$ cat config.mk
export PLATFORM = sky130hd
export DESIGN_NAME = radix_digit_converter_unit
export DESIGN_NICKNAME = d
export VERILOG_FILES = /design/src/hdl/rdc_pkg.sv /design/src/hdl/rdc_ram.sv /design/src/hdl/rdc_divider.sv /design/src/hdl/radix_digit_converter_unit.sv
export SDC_FILE = /design/constraint.sdc
export NUM_CORES = 1
export LEC_CHECK = 0
export ABC_AREA = 1
export BUFFER_PORTS_ARGS = -buffer_cell sky130_fd_sc_hd__buf_2
export CORE_MARGIN = 3
export CORE_UTILIZATION = 55
export CTS_CLUSTER_SIZE = 28
export DETAILED_ROUTE_END_ITERATION = 10
export GPL_TIMING_DRIVEN = 0
export PLACE_DENSITY_LB_ADDON = 0.2
export SYNTH_ARGS = -nofsm -noshare
export SYNTH_HDL_FRONTEND = slang
export SYNTH_SLANG_ARGS = --single-unit
$ cat constraint.sdc
create_clock -name clock -period 3.8 [get_ports clock]
set_input_delay 0.19 -clock clock [delete_from_list [all_inputs] [get_ports clock]]
set_output_delay 0.19 -clock clock [all_outputs]
set_load 0.05 [all_outputs]
$ cat src/hdl/rdc_pkg.sv
// Package for the radix digit converter.
// Shared widths, status codes and the divider status bundle. No dependencies.
package rdc_pkg;

   localparam int VALUE_WIDTH_DEF = 31;
   localparam int STACK_DEPTH_DEF = 32;

   localparam int RADIX_W     = 6;
   localparam int DIGIT_W     = 6;
   localparam int STATUS_W    = 2;
   localparam int RSP_DATA_W  = 8;

   localparam logic [RADIX_W-1:0] RADIX_MIN = 6'd2;
   localparam logic [RADIX_W-1:0] RADIX_MAX = 6'd36;

   typedef logic [STATUS_W-1:0] status_type;
   localparam status_type STATUS_OK        = 2'd0;
   localparam status_type STATUS_ZERO      = 2'd1;
   localparam status_type STATUS_BAD_RADIX = 2'd2;

   // divider -> sequencer
   typedef struct packed {
      logic               digit_valid;  // remainder of one division is ready
      logic               final_digit;  // quotient of that division is zero
      logic [DIGIT_W-1:0] remainder;
   } div_status_type;

endpackage

$ cat src/hdl/rdc_ram.sv
// Generic single-port-write / single-port-read RAM, registered read.
// No dependencies.
module rdc_ram #(
   parameter int WIDTH = 6,
   parameter int DEPTH = 32
) (
   input  logic                     clock,
   input  logic                     wr_en,
   input  logic [$clog2(DEPTH)-1:0] wr_addr,
   input  logic [WIDTH-1:0]         wr_data,
   input  logic                     rd_en,
   input  logic [$clog2(DEPTH)-1:0] rd_addr,
   output logic [WIDTH-1:0]         rd_data
);

   logic [WIDTH-1:0] mem [DEPTH];
   logic [WIDTH-1:0] rd_data_ff;

   always_ff @(posedge clock) begin
      if (wr_en) begin
         mem[wr_addr] <= wr_data;
      end
      if (rd_en) begin
         rd_data_ff <= mem[rd_addr];
      end
   end

   assign rd_data = rd_data_ff;

endmodule

$ cat src/hdl/rdc_divider.sv
// Bit-serial restoring divider: value / radix, one quotient bit per cycle.
// Repeats on its own quotient until it reaches zero. Depends on rdc_pkg.
module rdc_divider #(
   parameter int VALUE_WIDTH = rdc_pkg::VALUE_WIDTH_DEF
) (
   input  logic                        clock,
   input  logic                        reset,
   input  logic                        load,
   input  logic [VALUE_WIDTH-1:0]      load_value,
   input  logic [rdc_pkg::RADIX_W-1:0] load_radix,
   output rdc_pkg::div_status_type     status
);
   import rdc_pkg::*;

   localparam int CntW = $clog2(VALUE_WIDTH);

   logic                   run_ff, run_in;
   logic [CntW-1:0]        cnt_ff, cnt_in;
   logic [VALUE_WIDTH-1:0] val_ff, val_in;
   logic [RADIX_W-1:0]     rad_ff, rad_in;
   logic [DIGIT_W-1:0]     rem_ff, rem_in;
   logic                   qnz_ff, qnz_in;

   logic [DIGIT_W:0]       trial;
   logic [DIGIT_W:0]       diff;
   logic                   take;
   logic [DIGIT_W-1:0]     rem_step;
   logic                   qnz_step;
   logic                   last_step;

   // partial remainder stays below radix (<= 35), so 7 bits cover the shifted trial
   assign trial     = {rem_ff, val_ff[VALUE_WIDTH-1]};
   assign take      = trial >= {1'b0, rad_ff};
   assign diff      = trial - {1'b0, rad_ff};
   assign rem_step  = take ? diff[DIGIT_W-1:0] : trial[DIGIT_W-1:0];
   assign qnz_step  = qnz_ff | take;
   assign last_step = run_ff && (cnt_ff == CntW'(VALUE_WIDTH - 1));

   assign status.digit_valid = last_step;
   assign status.final_digit = last_step && !qnz_step;
   assign status.remainder   = rem_step;

   always_comb begin
      run_in = run_ff;
      cnt_in = cnt_ff;
      val_in = val_ff;
      rad_in = rad_ff;
      rem_in = rem_ff;
      qnz_in = qnz_ff;
      if (load) begin
         run_in = 1'b1;
         cnt_in = '0;
         val_in = load_value;
         rad_in = load_radix;
         rem_in = '0;
         qnz_in = 1'b0;
      end else if (run_ff) begin
         // quotient bits shift in from the bottom as dividend bits leave the top
         val_in = {val_ff[VALUE_WIDTH-2:0], take};
         if (last_step) begin
            cnt_in = '0;
            rem_in = '0;
            qnz_in = 1'b0;
            run_in = qnz_step;
         end else begin
            cnt_in = cnt_ff + 1'b1;
            rem_in = rem_step;
            qnz_in = qnz_step;
         end
      end
   end

   always_ff @(posedge clock) begin
      if (reset) begin
         run_ff <= 1'b0;
         cnt_ff <= '0;
      end else begin
         run_ff <= run_in;
         cnt_ff <= cnt_in;
      end
      val_ff <= val_in;
      rad_ff <= rad_in;
      rem_ff <= rem_in;
      qnz_ff <= qnz_in;
   end

   a_rem_below_radix: assert property (@(posedge clock) disable iff (reset)
      run_ff |-> (rem_ff < rad_ff))
      else $error("divider remainder not below radix");

   a_load_starts_at_zero: assert property (@(posedge clock) disable iff (reset)
      load |=> (run_ff && cnt_ff == '0))
      else $error("divider did not restart on load");

   a_cnt_in_range: assert property (@(posedge clock) disable iff (reset)
      cnt_ff <= CntW'(VALUE_WIDTH - 1))
      else $error("divider bit count beyond value width");

endmodule

$ cat src/hdl/radix_digit_converter_unit.sv
// Radix digit converter top level: digit sequencer, digit stack, output register.
// Depends on rdc_pkg, rdc_divider and rdc_ram.
//
//  channel  | dir | handshake            | payload
//  ---------+-----+----------------------+-----------------------------------------
//  req      | in  | req_tvalid/tready    | tdata: value, radix
//  rsp      | out | rsp_tvalid/tready    | tdata: digit; tuser: status; tlast: last
//
// Each digit comes from a pass of the bit-serial divider (one quotient bit per cycle);
//   then digits are popped from the stack: state POP issues the registered RAM read,
//   state LOAD fills the output register. Bad radix or zero value skips the divider.
// One item is worked at a time; a new transaction is taken once the stack is empty
//   and the output register is free or draining.
// Reset is synchronous, active high; the digit stack RAM itself is not cleared.
// rsp stalls hold the output register and pause the pop sequence.
module radix_digit_converter_unit #(
   parameter int VALUE_WIDTH = rdc_pkg::VALUE_WIDTH_DEF,
   parameter int STACK_DEPTH = rdc_pkg::STACK_DEPTH_DEF,
   localparam int REQ_DATA_W = ((VALUE_WIDTH + rdc_pkg::RADIX_W + 7) / 8) * 8
) (
   input  logic                           clock,
   input  logic                           reset,
   // req: value [VALUE_WIDTH-1:0], radix [VALUE_WIDTH+5:VALUE_WIDTH], zero fill
   input  logic                           req_tvalid,
   output logic                           req_tready,
   input  logic [REQ_DATA_W-1:0]          req_tdata,
   // rsp: digit [5:0], zero fill [7:6]
   output logic                           rsp_tvalid,
   input  logic                           rsp_tready,
   output logic [rdc_pkg::RSP_DATA_W-1:0] rsp_tdata,
   // status [1:0]
   output logic [rdc_pkg::STATUS_W-1:0]   rsp_tuser,
   output logic                           rsp_tlast
);
   import rdc_pkg::*;

   localparam int AddrW  = $clog2(STACK_DEPTH);
   localparam int CountW = $clog2(STACK_DEPTH + 1);

   typedef enum logic [3:0] {
      ST_IDLE = 4'b0001,
      ST_DIV  = 4'b0010,
      ST_POP  = 4'b0100,
      ST_LOAD = 4'b1000
   } state_type;

   state_type          state_ff, state_in;
   logic [CountW-1:0]  count_ff, count_in;     // entries on the digit stack
   logic [CountW-1:0]  count_dec;

   logic               rsp_valid_ff, rsp_valid_in;
   logic [DIGIT_W-1:0] digit_ff, digit_in;
   logic               last_ff, last_in;
   status_type         status_ff, status_in;

   logic [VALUE_WIDTH-1:0] req_value;
   logic [RADIX_W-1:0]     req_radix;
   logic                   req_fire;
   logic                   out_free;
   logic                   bad_radix;
   logic                   zero_value;

   div_status_type     div_st;
   logic               div_load;

   logic               ram_we, ram_re;
   logic [DIGIT_W-1:0] ram_rd_data;

   assign req_value  = req_tdata[VALUE_WIDTH-1:0];
   assign req_radix  = req_tdata[VALUE_WIDTH +: RADIX_W];
   assign bad_radix  = (req_radix < RADIX_MIN) || (req_radix > RADIX_MAX);
   assign zero_value = (req_value == '0);

   // output register is free now or is emptied this cycle
   assign out_free   = !rsp_valid_ff || rsp_tready;
   assign req_tready = (state_ff == ST_IDLE) && out_free;
   assign req_fire   = req_tvalid && req_tready;

   assign div_load   = req_fire && !bad_radix && !zero_value;
   assign count_dec  = count_ff - 1'b1;

   // push each remainder; digits beyond the stack depth (most significant) are dropped
   assign ram_we = (state_ff == ST_DIV) && div_st.digit_valid &&
                   (count_ff < CountW'(STACK_DEPTH));
   assign ram_re = (state_ff == ST_POP) && out_free;

   rdc_divider #(
      .VALUE_WIDTH (VALUE_WIDTH)
   ) u_divider (
      .clock      (clock),
      .reset      (reset),
      .load       (div_load),
      .load_value (req_value),
      .load_radix (req_radix),
      .status     (div_st)
   );

   rdc_ram #(
      .WIDTH (DIGIT_W),
      .DEPTH (STACK_DEPTH)
   ) u_stack (
      .clock   (clock),
      .wr_en   (ram_we),
      .wr_addr (count_ff[AddrW-1:0]),
      .wr_data (div_st.remainder),
      .rd_en   (ram_re),
      .rd_addr (count_dec[AddrW-1:0]),
      .rd_data (ram_rd_data)
   );

   always_comb begin
      state_in     = state_ff;
      count_in     = count_ff;
      rsp_valid_in = rsp_valid_ff && !rsp_tready;
      digit_in     = digit_ff;
      last_in      = last_ff;
      status_in    = status_ff;
      case (state_ff)
         ST_IDLE: begin
            if (req_fire) begin
               count_in = '0;
               if (bad_radix) begin
                  rsp_valid_in = 1'b1;
                  digit_in     = '0;
                  last_in      = 1'b1;
                  status_in    = STATUS_BAD_RADIX;
               end else if (zero_value) begin
                  rsp_valid_in = 1'b1;
                  digit_in     = '0;
                  last_in      = 1'b1;
                  status_in    = STATUS_ZERO;
               end else begin
                  state_in = ST_DIV;
               end
            end
         end
         ST_DIV: begin
            if (ram_we) begin
               count_in = count_ff + 1'b1;
            end
            if (div_st.final_digit) begin
               state_in = ST_POP;
            end
         end
         ST_POP: begin
            if (ram_re) begin
               count_in = count_dec;
               state_in = ST_LOAD;
            end
         end
         ST_LOAD: begin
            // read data is back; output register was freed when the read issued
            rsp_valid_in = 1'b1;
            digit_in     = ram_rd_data;
            last_in      = (count_ff == '0);
            status_in    = STATUS_OK;
            state_in     = (count_ff == '0) ? ST_IDLE : ST_POP;
         end
         default: begin
            state_in = ST_IDLE;
         end
      endcase
   end

   always_ff @(posedge clock) begin
      if (reset) begin
         state_ff     <= ST_IDLE;
         count_ff     <= '0;
         rsp_valid_ff <= 1'b0;
      end else begin
         state_ff     <= state_in;
         count_ff     <= count_in;
         rsp_valid_ff <= rsp_valid_in;
      end
      digit_ff  <= digit_in;
      last_ff   <= last_in;
      status_ff <= status_in;
   end

   assign rsp_tvalid = rsp_valid_ff;
   assign rsp_tdata  = {{(RSP_DATA_W - DIGIT_W){1'b0}}, digit_ff};
   assign rsp_tuser  = status_ff;
   assign rsp_tlast  = last_ff;

   a_count_in_range: assert property (@(posedge clock) disable iff (reset)
      count_ff <= CountW'(STACK_DEPTH))
      else $error("digit stack count beyond depth");

   a_pop_nonempty: assert property (@(posedge clock) disable iff (reset)
      (state_ff == ST_POP) |-> (count_ff != '0))
      else $error("pop from empty digit stack");

   a_load_slot_free: assert property (@(posedge clock) disable iff (reset)
      (state_ff == ST_LOAD) |-> !rsp_valid_ff)
      else $error("output register occupied when popped digit arrives");

   a_no_push_and_pop: assert property (@(posedge clock) disable iff (reset)
      !(ram_we && ram_re))
      else $error("stack push and pop in the same cycle");

   a_divider_quiet_outside_div: assert property (@(posedge clock) disable iff (reset)
      (state_ff != ST_DIV) |-> !div_st.digit_valid)
      else $error("divider produced a digit outside the divide phase");

endmodule
# [After elaboration in Yosys (flattened, before gate mapping)]
# Memory sizes are Yosys's and may differ from the RTL's. A register that Yosys moved wholly into a read port is not among the register bits.
# Cells that the tools add are included.
[op_classes] n_addsub=4 reduce_logical=26 eq_ne=12 n_mux=38 order_cmp=4 n_bitwise=1
[ops] cell="$mux 31" count=2
[ops] cell="$mux 6" count=8
[ops] cell="$logic_not 31->1" count=1
[ops] cell="$mux 4" count=5
[ops] cell="$pmux 6 s3" count=1
[ops] cell="$pmux 4 s4" count=1
[ops] cell="$mux 1" count=12
[ops] cell="$ne 2x2->1 const B" count=6
[ops] cell="$pmux 6 s2" count=1
[ops] cell="$logic_and 1x1->1" count=10
[ops] cell="$ge 7x6->1" count=1
[ops] cell="$add 6x1->6 const B" count=1
[ops] cell="$gt 6x6->1 const B" count=1
[ops] cell="$logic_not 6->1" count=1
[ops] cell="$lt 6x2->1 const B" count=1
[ops] cell="$lt 6x6->1 const B" count=1
[ops] cell="$mux 2" count=3
[ops] cell="$sub 6x1->6 const B" count=1
[ops] cell="$sub 6x6->6" count=1
[ops] cell="$add 5x1->5 const B" count=1
[ops] cell="$eq 5x5->1 const B" count=1
[ops] cell="$logic_not 1->1" count=5
[ops] cell="$mux 5" count=1
[ops] cell="$reduce_and 5->1" count=1
[ops] cell="other kinds (15)" count=18
[word_totals] input_bits=44 ram_bits=192 out_inout_bits=13 wordCells=98 memories=1 register_bits=70
[memory_table] name="u_stack.mem" words=32 width=6 rd=1 rd_clocked_by_memory_dff=1 wr=1 line="rdc_ram.sv:16" rtl="logic [WIDTH-1:0] mem [DEPTH];"

# [Logic depth before layout (Yosys ltp)]
# Gate-level depths: netlist (run 1).
[logic_depth] ltp_word=7 mapped_depth=13 mapped_depth_nobuf=13

# [Cells and area by module]
# From an unflattened synthesis (run 1), not the netlist that was laid out.
[unflattened] cells_unflattened=1195 hier_area_um2=11966.5
[modules_own_cells] module="rdc_ram" seq_area_each_um2=5945.7 area_each_um2=8137.8 instances=1 cells_each=704
[modules_own_cells] module="rdc_divider" seq_area_each_um2=1371.3 area_each_um2=2476.1 instances=1 cells_each=289
[modules_own_cells] module="radix_digit_converter_unit" seq_area_each_um2=490.5 area_each_um2=1352.5 instances=1 cells_each=202

# [Worst setup path before layout (run 1)]
# No wires, ideal clock.
[synth_timing] path_kind="flip-flop to flip-flop" from="register u_divider.rad_ff[5]" to="memory u_stack.mem[0][5], data pin" setup_ns=0.464 path_buffers=0 path_stages_with_launch=11 setup_slack_ns=0.786 required_ns=3.336 synth_period_minus_slack_ns=3.014 arrival_ns=2.551 path_cell_list="edfxtp_1 -> inv_1 -> ha_1 -> inv_1 -> nor2_1 -> nand2_1 -> nor2_1 -> nor2_1 -> nand2_2 -> inv_1 -> o21ai_0"
[synth_lines] item="from (decl)" line="rdc_divider.sv:20" rtl="logic [RADIX_W-1:0] rad_ff, rad_in;"
[synth_lines] item="from (signal assigned)" line="rdc_divider.sv:82" rtl="rad_ff <= rad_in;"
[synth_lines] item="to (decl)" line="rdc_ram.sv:16"

# [Worst setup path in the final report (run 1)]
[layout_timing] from="register count_ff[0]" to="register u_stack.rd_data_ff[0] (netlist: u_stack.rd_data[0]), read port of u_stack.mem, data pin"
[layout_via] elab_chain_len=1
[layout_rtl] item="from (decl)" line="radix_digit_converter_unit.sv:48" rtl="logic [CountW-1:0] count_ff, count_in;"
[layout_rtl] item="from (signal assigned)" line="radix_digit_converter_unit.sv:172" rtl="count_ff <= count_in;"
[layout_rtl] item="$sub 6x1->6" line="radix_digit_converter_unit.sv:80" rtl="assign count_dec = count_ff - 1'b1;"
[layout_rtl] item="to (decl)" line="rdc_ram.sv:17" rtl="logic [WIDTH-1:0] rd_data_ff;"
# Every way passes these cells.
# A chain may end at the register's enable or synchronous reset.

==> run metrics, run 1 <==
final WL 27000 µm; FILL cells 1574; root buf cell clkbuf_16; clk_lat worst skew 540 ps; count of cell types in the netlist 39; Clock Skew 14.1 ps; register area 7810 µm²; met1 usage 31.0%; gr busiest metal met2; final hold violations 0; Pins Over Slew Limit 0; min-delay src req_tdata[20]; gpl congestion 0.882; HP Class in2reg; Total GRT Usage 23.9%; RSZ-0062 raised after global routing false; met2 Track Usage GR 41.6%; largest net degree at the start of global routing 36; worst r2r src count_ff[0]$_SDFFE_PP0P_; Bufs on Longest Clock Path 3; crit end category flop; worst endpoint required time 4110 ps; fin crit share 84.3%; Final setup violation count 0; die width 151 µm; number of inserted diodes 0; peak supply drop 547 µV; multi-input logic area 3250 µm²; hold_ws 15.2 ps; sequential area share after synthesis 67.3%; total grt overflow 0; DRT Pass-1 Iters 6; Iter 0 DRT Violations 748; Design Power 0.0119 W; r2r setup slk 600 ps; drt wl/cell 18.5 µm; leakage 5.03 nW; core area 20500 µm²; Worst Setup EP u_stack.rd_data[0]$_DFFE_PP_; pre-CTS setup slack 717 ps; Mapped Area 11600 µm²; Setup crit start count_ff[0]$_SDFFE_PP0P_; Syn Area/Cell 11.0 µm²; number of port buffers 50; final setup margin 597 ps; initial antenna violation count 0; Cells after Synth 1057; number of global-route vias before repair 8025; row count 52; die area 22900 µm²; DRT antenna net count 0; Clock Sink Count 268; final worst path period need 3200 ps; TritonCTS clock tree done; fin util 65.7%; Power Density 882 nW/µm²; top post-synthesis cells by area edfxtp_1 63%, nor2_1 6.9%, o21ai_0 5.9%; Synth Register Bits 268; Synth top area share 63.2%; Setup Fix Bufs, Post-CTS 0; CP Class reg2reg; status finished clean; normalized max-slew margin 31.3%; share of layout cells above drive strength 1 12.8%; Initial Util 56.6%; CP max FO 12; vias after detailed routing 8113; first-pass GRT wire length 41900 µm; Ys Warns 0; FF-to-FF End u_stack.rd_data[0]$_DFFE_PP_; Chip Height 151 µm; leading area contributor after synthesis edfxtp_1; Peak Freq 0.312 GHz; DRC viols 0; number of cells on the worst reg-to-reg path 12; Setup crit start kind flop; TNS Setup 0 ps; worst slew pin tran 1030 ps; Max Cap Viol 0; CTS Buf Count 28; H-tree levels 1; clock-pin slew of the registers on the worst-case setup and hold paths 60 ps; hpwl dp 18100 µm; Area growth, synth to finish 16.1%; met3 Use GR 4.55%; Layout Nets 1220; I/O pin count 57; drt via density 5.58; Worst EP arrival 3520 ps
Yosys cell counts:
library cell  instances
nor2_1              213
nand3b_1              1
nand2_1             127
edfxtp_1            244
fa_1                  1
a211oi_1              4
nor2_2                2
buf_6                 3
xor2_1                8
clkbuf_1             22
a22oi_1               1
nor2_4                1
inv_4                 1
nor3_1                2
nand2_2               3
buf_4                 6
nor3_2                2
inv_1                85
dfxtp_1              24
nand3_2               3
nand3_1              23
conb_1                1
a32oi_1               1
xor2_2                2
o21ai_0             136
a21oi_1              10
ha_1                 13
o22ai_1              13
a21oi_2               2
a31oi_1               1
or2_2                 1
o32ai_1               1
o21ai_1              27
o221ai_1              1
inv_2                 4
buf_2                18
nand4_1               1
o211ai_1             46
buf_1                 3
layer usage:
metal | part of all wire [%] | wire length [µm]
met5 | 0 | 0
met2 | 50 | 13400
met1 | 42 | 11200
met4 | 1.9 | 514
met3 | 7.0 | 1880
worst min-delay path by stage:
stage                                                 to  slack (ps)  cells past startpoint
after global placement     u_divider.rad_ff[3]$_DFFE_PP_         380                      1
after floorplan            u_divider.rad_ff[0]$_DFFE_PP_         290                      0
after detailed placement   u_divider.rad_ff[2]$_DFFE_PP_         380                      1
after CTS                  u_divider.val_ff[7]$_DFFE_PP_           2                      3
final                     u_divider.val_ff[20]$_DFFE_PP_          20                      3
after global routing       u_divider.val_ff[8]$_DFFE_PP_          20                      3
repair_timing:
action	4_1_cts	5_1_grt
hold buffers	20	0
gates resized for setup	0	0
hold endpoints to repair	19	0
cells in the final DEF (no fill, tap or decap), types with 20 or more instances in the layout:
| master | netlist | layout |
|---|---|---|
| inv_1 | 85 | 85 |
| dfxtp_1 | 24 | 24 |
| o21ai_1 | 27 | 27 |
| edfxtp_1 | 244 | 244 |
| nand2_1 | 127 | 126 |
| nand3_1 | 23 | 23 |
| o21ai_0 | 136 | 130 |
| nor2_1 | 213 | 213 |
| clkbuf_16 | 0 | 29 |
| dlygate4sd3_1 | 0 | 20 |
| o211ai_1 | 46 | 46 |
| buf_2 | 18 | 68 |
| clkbuf_1 | 22 | 29 |
power breakdown:
group	internal [W]	leakage [nW]	switching, W	total, W
Combinational	0.00146	2.15	0.00353	0.00499
Sequential	0.00413	2.44	0.0000957	0.00423
Clock	0.00156	0.439	0.00109	0.00265
cell type report:
| type | instances | share of cell area (%) |
|---|---|---|
| well taps | 270 | 2.51 |
| multi-input cells | 648 | 24.1 |
| inverters | 90 | 2.53 |
| plain buffers | 52 | 1.95 |
| clock buffers | 41 | 6.10 |
| repair buffers | 74 | 4.11 |
| clock inverters | 11 | 0.660 |
| flip-flops and latches | 268 | 58.0 |
worst max-delay path, stage by stage, from the launching register on:
cell      delay [ps]
dfxtp_1          380
buf_4            190
inv_4             80
buf_2            230
ha_1             330
buf_2            290
clkbuf_1         360
o21ai_0          170
o21ai_0          360
o211ai_1         150
nand2_1          100
inv_1             50
o21ai_0          290
flip-flops by register name, indices dropped and copies added, names as in the netlist:
name and flops:
u_stack.rd_data 6, rsp_tlast 1, digit_ff 6, u_divider.run_ff 1
state_ff 4, rsp_tuser 2, count_ff 6, u_divider.cnt_ff 5
u_divider.val_ff 31, u_stack.mem 192, u_divider.rem_ff 6, u_divider.qnz_ff 1
rsp_tvalid 1, u_divider.rad_ff 6
kinds of logic after synthesis:
logic type / count (synthesis) / synth area share [%]
AOI/OAI and AO/OA: 243 / 11.9
xor gates and xnor gates: 10 / 0.885
adders and majority gates: 14 / 1.58
buffers and inverters: 142 / 5.20
DFF: 268 / 67.3
other: 1 / 0.0323
and+or+nand+nor: 379 / 13.1
per-stage QoR:
stage / area, µm² / std cells
after floorplan: 11600 / 1058
after global placement: 12200 / 1378
after detailed placement: 12400 / 1382
after CTS: 13500 / 1454
after global routing: 13500 / 1454
final: 13500 / 1454
Power figures use the tool's default switching activity.
==> run 2: changes to the inputs <==
clock period = 3.35 ns   (was 3.8 ns; I/O delays follow)
==> run 2 against run 1 <==
  * Power is 14% higher
  * First-iteration DRC count shrank 2.0%
  * Sequential cell count unchanged
  * Critical endpoint is now u_stack.rd_data[3]$_DFFE_PP_
  * Final cell count rose by 1.0%
  * Global-route usage grew 0.44 points
  * Clock power rose by 14%
  * Routed wire length grew 1.9%
  * Via count is 1.2% higher
  * Design area increased by 1.1%
  * Non-clock buffer count increased by 15
  * Largest cell class unchanged
  * Combinational power is 14% higher
==> run metrics, run 2 (synthesized netlist as in run 1, its figures left out) <==
status finished clean; Design Power 0.0135 W (+14%); I/O pin count 57 (unchanged); peak supply drop 628 µV (+15%); final hold violations 0 (unchanged); top flop regs u_stack.mem (192), u_divider.val_ff (31); NetSw 0.00538 W (+14%); initial antenna violation count 0 (unchanged); normalized max-slew margin 30.8% (-0.48 points); vias after detailed routing 8210 (+1.2%); pre-CTS setup slack 267 ps (-450 ps); HP Class in2reg; Chip Height 151 µm (unchanged); DP Area 12400 µm² (unchanged); clk_lat worst skew 540 ps (about the same); row count 52 (unchanged); DRC viols 0 (unchanged); Largest register FFs 192 (unchanged); final worst path period need 3190 ps (-10.7 ps); Setup crit start kind flop; Iter 0 DRT Violations 733 (-2.0%); Total GRT Usage 24.3% (+0.44 points); leakage 5.09 nW (+1.3%); Pins Over Slew Limit 0 (unchanged); FILL cells 1534 (-2.5%); total grt overflow 0 (unchanged); most frequent cells in the layout 244 x edfxtp_1, 213 x nor2_1, 130 x o21ai_0; hpwl dp 18100 µm (unchanged); DRT antenna net count 0 (unchanged); largest net degree at the start of global routing 36 (unchanged); worst slew pin tran 1030 ps (+7.13 ps); switching portion of total power 39.8% (+0.083 points); Seq pwr share 35.5% (about the same); number of global-route vias before repair 8155 (+1.6%); die width 151 µm (unchanged); TritonCTS clock tree done; root buf cell clkbuf_16; H-tree levels 1 (unchanged); commonest non-fill, non-tap cell in the layout edfxtp_1; Bufs on Longest Clock Path 3 (unchanged); Final Cell Area 13600 µm² (+1.1%); Max Cap Viol 0 (unchanged); drt wl/cell 18.7 µm (+0.89%); Setup Fix Bufs, Post-CTS 0 (unchanged); Layout Nets 1235 (+1.2%); Most flops, register u_stack.mem; CP Class reg2reg; fin crit share 95.3% (+11 points); RSZ-0062 raised after global routing false; Clock power frac 22.3% (about the same); core area 20500 µm² (unchanged); Gate power share 42.1% (about the same); Final setup violation count 0 (unchanged); Power Density 992 nW/µm² (+13%); clock-pin slew of the registers on the worst-case setup and hold paths 60 ps (about the same); DRT Pass-1 Iters 5 (-1); gpl congestion 0.882 (unchanged); first-pass GRT wire length 42600 µm (+1.6%); Clock Sink Count 268 (unchanged); CTS Buf Count 28 (unchanged); Initial Util 56.6% (unchanged); multi-input logic area 3250 µm² (unchanged); number of port buffers 50 (unchanged); worst endpoint required time 3610 ps (-500 ps); drt via density 5.59 (+0.16%); crit end category flop; final WL 27500 µm (+1.9%); share of layout cells above drive strength 1 12.8% (-0.077 points); register area 7810 µm² (unchanged); Pint 0.00813 W (+14%); Area growth, synth to finish 17.4%; CP max FO 12 (unchanged); final setup margin 158 ps (-439 ps); Worst EP arrival 3460 ps (-60 ps); number of inserted diodes 0 (unchanged); Peak Freq 0.313 GHz (+0.33%); die area 22900 µm² (unchanged); Clock Skew 13.4 ps (-0.665 ps)
run 2: routing by layer:
layer | routed length, µm | global-route usage (%) | share of wire, %
met1 | 11300 | 31.5 | 41
met2 | 13600 | 42.3 | 50
met3 | 2020 | 4.46 | 7.4
met4 | 587 | 6.39 | 2.1
met5 | 0 | 0 | 0
run 2: cell type report:
cell class / instances / area share, %
tap: 270 / 2.48
multi-input combinational: 648 / 23.9
timing repair buffer: 89 / 5.17
buffer: 52 / 1.94
sequential: 268 / 57.4
clock inverter: 11 / 0.653
clock buffer: 41 / 6.03
inverter: 90 / 2.50
run 2: power groups by stage:
stage	sequential, W	clock (W)	combinational, W
6_report	0.00480	0.00301	0.00569
5_1_grt	0.00483	0.00317	0.00615
4_1_cts	0.00480	0.00305	0.00561
3_5_place_dp	0.00487	0	0.00555
3_3_place_gp	0.00509	0	0.00524
2_1_floorplan	0.00494	0	0.00330
run 2: path summary, 6_finish.rpt:
path                                      start                              to  slack [ps]  cells past startpoint
setup / recovery       count_ff[0]$_SDFFE_PP0P_    u_stack.rd_data[3]$_DFFE_PP_         160                     13
hold / removal                    req_tdata[12]  u_divider.val_ff[12]$_DFFE_PP_          30                      3
setup reg to reg       count_ff[0]$_SDFFE_PP0P_    u_stack.rd_data[3]$_DFFE_PP_         160                     13
hold reg to reg   u_divider.qnz_ff$_SDFFE_PP0P_   u_divider.qnz_ff$_SDFFE_PP0P_         490                      2
run 2: repair_timing:
item	in CTS	in global routing
gates resized for setup	0	2
hold endpoints to repair	34	0
setup endpoints to repair	0	1
hold buffers	35	0
run 2: critical path, stage by stage, from the launching register on:
cell and delay [ps]:
dfxtp_1 380, buf_4 200, inv_4 90, buf_2 230, ha_1 330, buf_2 290, clkbuf_1 440, nor2_1 110
o21ai_0 120, o21ai_0 180, o211ai_1 300, nand2_1 100, inv_1 70, o21ai_1 80
run 2: metrics by stage:
| stage | hold slack [ps] | setup TNS, ps | std cells | util, % |
|---|---|---|---|---|
| floorplan | 266 | 0 | 1058 | - |
| finish | 26.4 | 0 | 1469 | 66.4 |
| detailed placement | 360 | 0 | 1382 | 60.3 |
| CTS | 24.6 | 0 | 1469 | 66.4 |
| global route | 78.2 | 0 | 1469 | 66.4 |
| global placement | 359 | -358550 | 1378 | 59.5 |
==> run 3: changes to the inputs <==
CORE_UTILIZATION = 60   (was 55)
==> run 3 against run 2 <==
  * Register-to-register slack improved by 70 ps
  * Non-clock buffer count decreased by 9
  * Die area decreased by 8.0%
  * Clock power decreased by 7.3%
  * Via count increased by 0.58%
  * Critical path type unchanged
  * Largest power group unchanged
==> run metrics, run 3 (synthesized netlist as in run 1, its figures left out) <==
status finished clean; clock-pin slew of the registers on the worst-case setup and hold paths 60 ps (about the same); hpwl dp 18500 µm (+2.1%); Iter 0 DRT Violations 1007 (+37%); normalized max-slew margin 33.8% (+3.0 points); CP Class reg2reg; Largest register FFs 192 (unchanged); Layout Nets 1224 (-0.89%); RSZ-0062 raised after global routing false; die width 145 µm (-4.1%); pre-CTS setup slack 164 ps (-103 ps); I/O pin count 57 (unchanged); final worst path period need 3120 ps (-69.8 ps); crit end category flop; final hold violations 0 (unchanged); Total GRT Usage 26.0% (+1.7 points); Clock Skew 17.4 ps (+3.97 ps); leakage 5.00 nW (-1.8%); Bufs on Longest Clock Path 3 (unchanged); DRC viols 0 (unchanged); clk_lat worst skew 530 ps (about the same); H-tree levels 1 (unchanged); CP peak stage delay 460 ps (+20 ps); CTS Buf Count 26 (-7.1%); most used cell, CP o21ai_0; Max Cap Viol 0 (unchanged); non-filler cells, final 1446 (-1.6%); root buf cell clkbuf_16; final setup margin 228 ps (+69.8 ps); crit-path cells buf_4 > inv_4 > buf_2 > ha_1 > buf_2 > clkbuf_1 > nor2_1 > o21ai_0 > o21ai_0 > o211ai_1 > nand2_1 > inv_1 > o21ai_0; DRT Pass-1 Iters 6 (+1); die area 21000 µm² (-8.0%); first-pass GRT wire length 43300 µm (+1.7%); worst slew pin tran 989 ps (-44.8 ps); HP Class in2reg; drt via density 5.71 (+2.2%); share of layout cells above drive strength 1 12.1% (-0.70 points); fin util 71.1% (+4.6 points); commonest non-fill, non-tap cell in the layout edfxtp_1; TritonCTS clock tree done; Placed Instances 1373 (-0.65%); Worst EP arrival 3370 ps (-90 ps); most frequent cells in the layout 244 x edfxtp_1, 213 x nor2_1, 130 x o21ai_0; initial antenna violation count 0 (unchanged); Final setup violation count 0 (unchanged); CP top delay family buffers and inverters; vias after detailed routing 8258 (+0.58%); top flop regs u_stack.mem (192), u_divider.val_ff (31); row count 50 (-3.8%); Pins Over Slew Limit 0 (unchanged); Setup crit start kind flop; Area growth, synth to finish 15.4%; gpl congestion 0.878 (-0.53%); number of global-route vias before repair 8170 (+0.18%); number of port buffers 50 (unchanged); core area 18800 µm² (-8.1%); Chip Height 145 µm (-4.1%); slowest CP cell clkbuf_1; Peak Freq 0.320 GHz (+2.2%); largest net degree at the start of global routing 36 (unchanged); worst endpoint required time 3600 ps (about the same); Most flops, register u_stack.mem; Clock Sink Count 268 (unchanged); drt wl/cell 19.0 µm (+1.3%); worst path buffer plus inverter count 6 (unchanged); number of inserted diodes 0 (unchanged); Power Density 984 nW/µm² (-0.86%); CP max FO 12 (unchanged); peak supply drop 759 µV (+21%); fin crit share 93.2% (-2.1 points); Initial Util 61.6% (+5.0 points); final WL 27400 µm (-0.25%); DRT antenna net count 0 (unchanged); total grt overflow 0 (unchanged)
-- run 3: cell type report --
type	count	area [µm²]
flip-flops and latches	268	7810
fillers	1353	5450
multi-input cells	648	3230
clock buffers	41	758
repair buffers	80	598
inverters	90	340
well taps	260	325
plain buffers	52	264
clock inverters	7	53.8
-- run 3: metrics by stage --
step,instance area (µm²),power [W],setup TNS (ps),hold WS (ps)
detailed placement,12300,0.0103,0,361
global placement,12200,0.0103,-339570,360
finish,13400,0.0132,0,10.8
global route,13400,0.0139,0,18.7
floorplan,11600,0.00824,0,266
CTS,13400,0.0131,0,1.89
-- run 3: final timing paths --
check / from / endpoint / slack, ps / cells past startpoint
worst max-delay path: count_ff[0]$_SDFFE_PP0P_ / u_stack.rd_data[0]$_DFFE_PP_ / 230 / 13
worst min-delay path: req_tdata[21] / u_divider.val_ff[21]$_DFFE_PP_ / 10 / 3
worst max register to register: count_ff[0]$_SDFFE_PP0P_ / u_stack.rd_data[0]$_DFFE_PP_ / 230 / 13
worst min register to register: u_divider.qnz_ff$_SDFFE_PP0P_ / u_divider.qnz_ff$_SDFFE_PP0P_ / 480 / 2
-- run 3: layer usage --
layer  up-vias  routed length [µm]  track usage [%]
met4         0                 885             7.60
met1      3940               11100             35.6
met3        66                2160             3.84
li1       3889                   -                -
met2       363               13300             43.8
met5         -                   0                0
-- run 3: power by group --
part           internal (W)  switching, W
clock network       0.00162       0.00117
registers           0.00469      0.000113
logic               0.00162       0.00396
-- run 3: what timing repair did --
action / CTS / global route
endpoints found under the setup margin: 0 / 1
resized for setup: 0 / 2
endpoints found under the hold margin: 24 / 0
hold buffers: 25 / 0
buffers inserted: 0 / 0
-- run 3: tightest hold or removal path, delay by kind of cell --
| family | cells | cell delay (ps) |
|---|---|---|
| AOI/OAI and AO/OA | 1 | 130 |
| buffers and inverters | 2 | 130 |
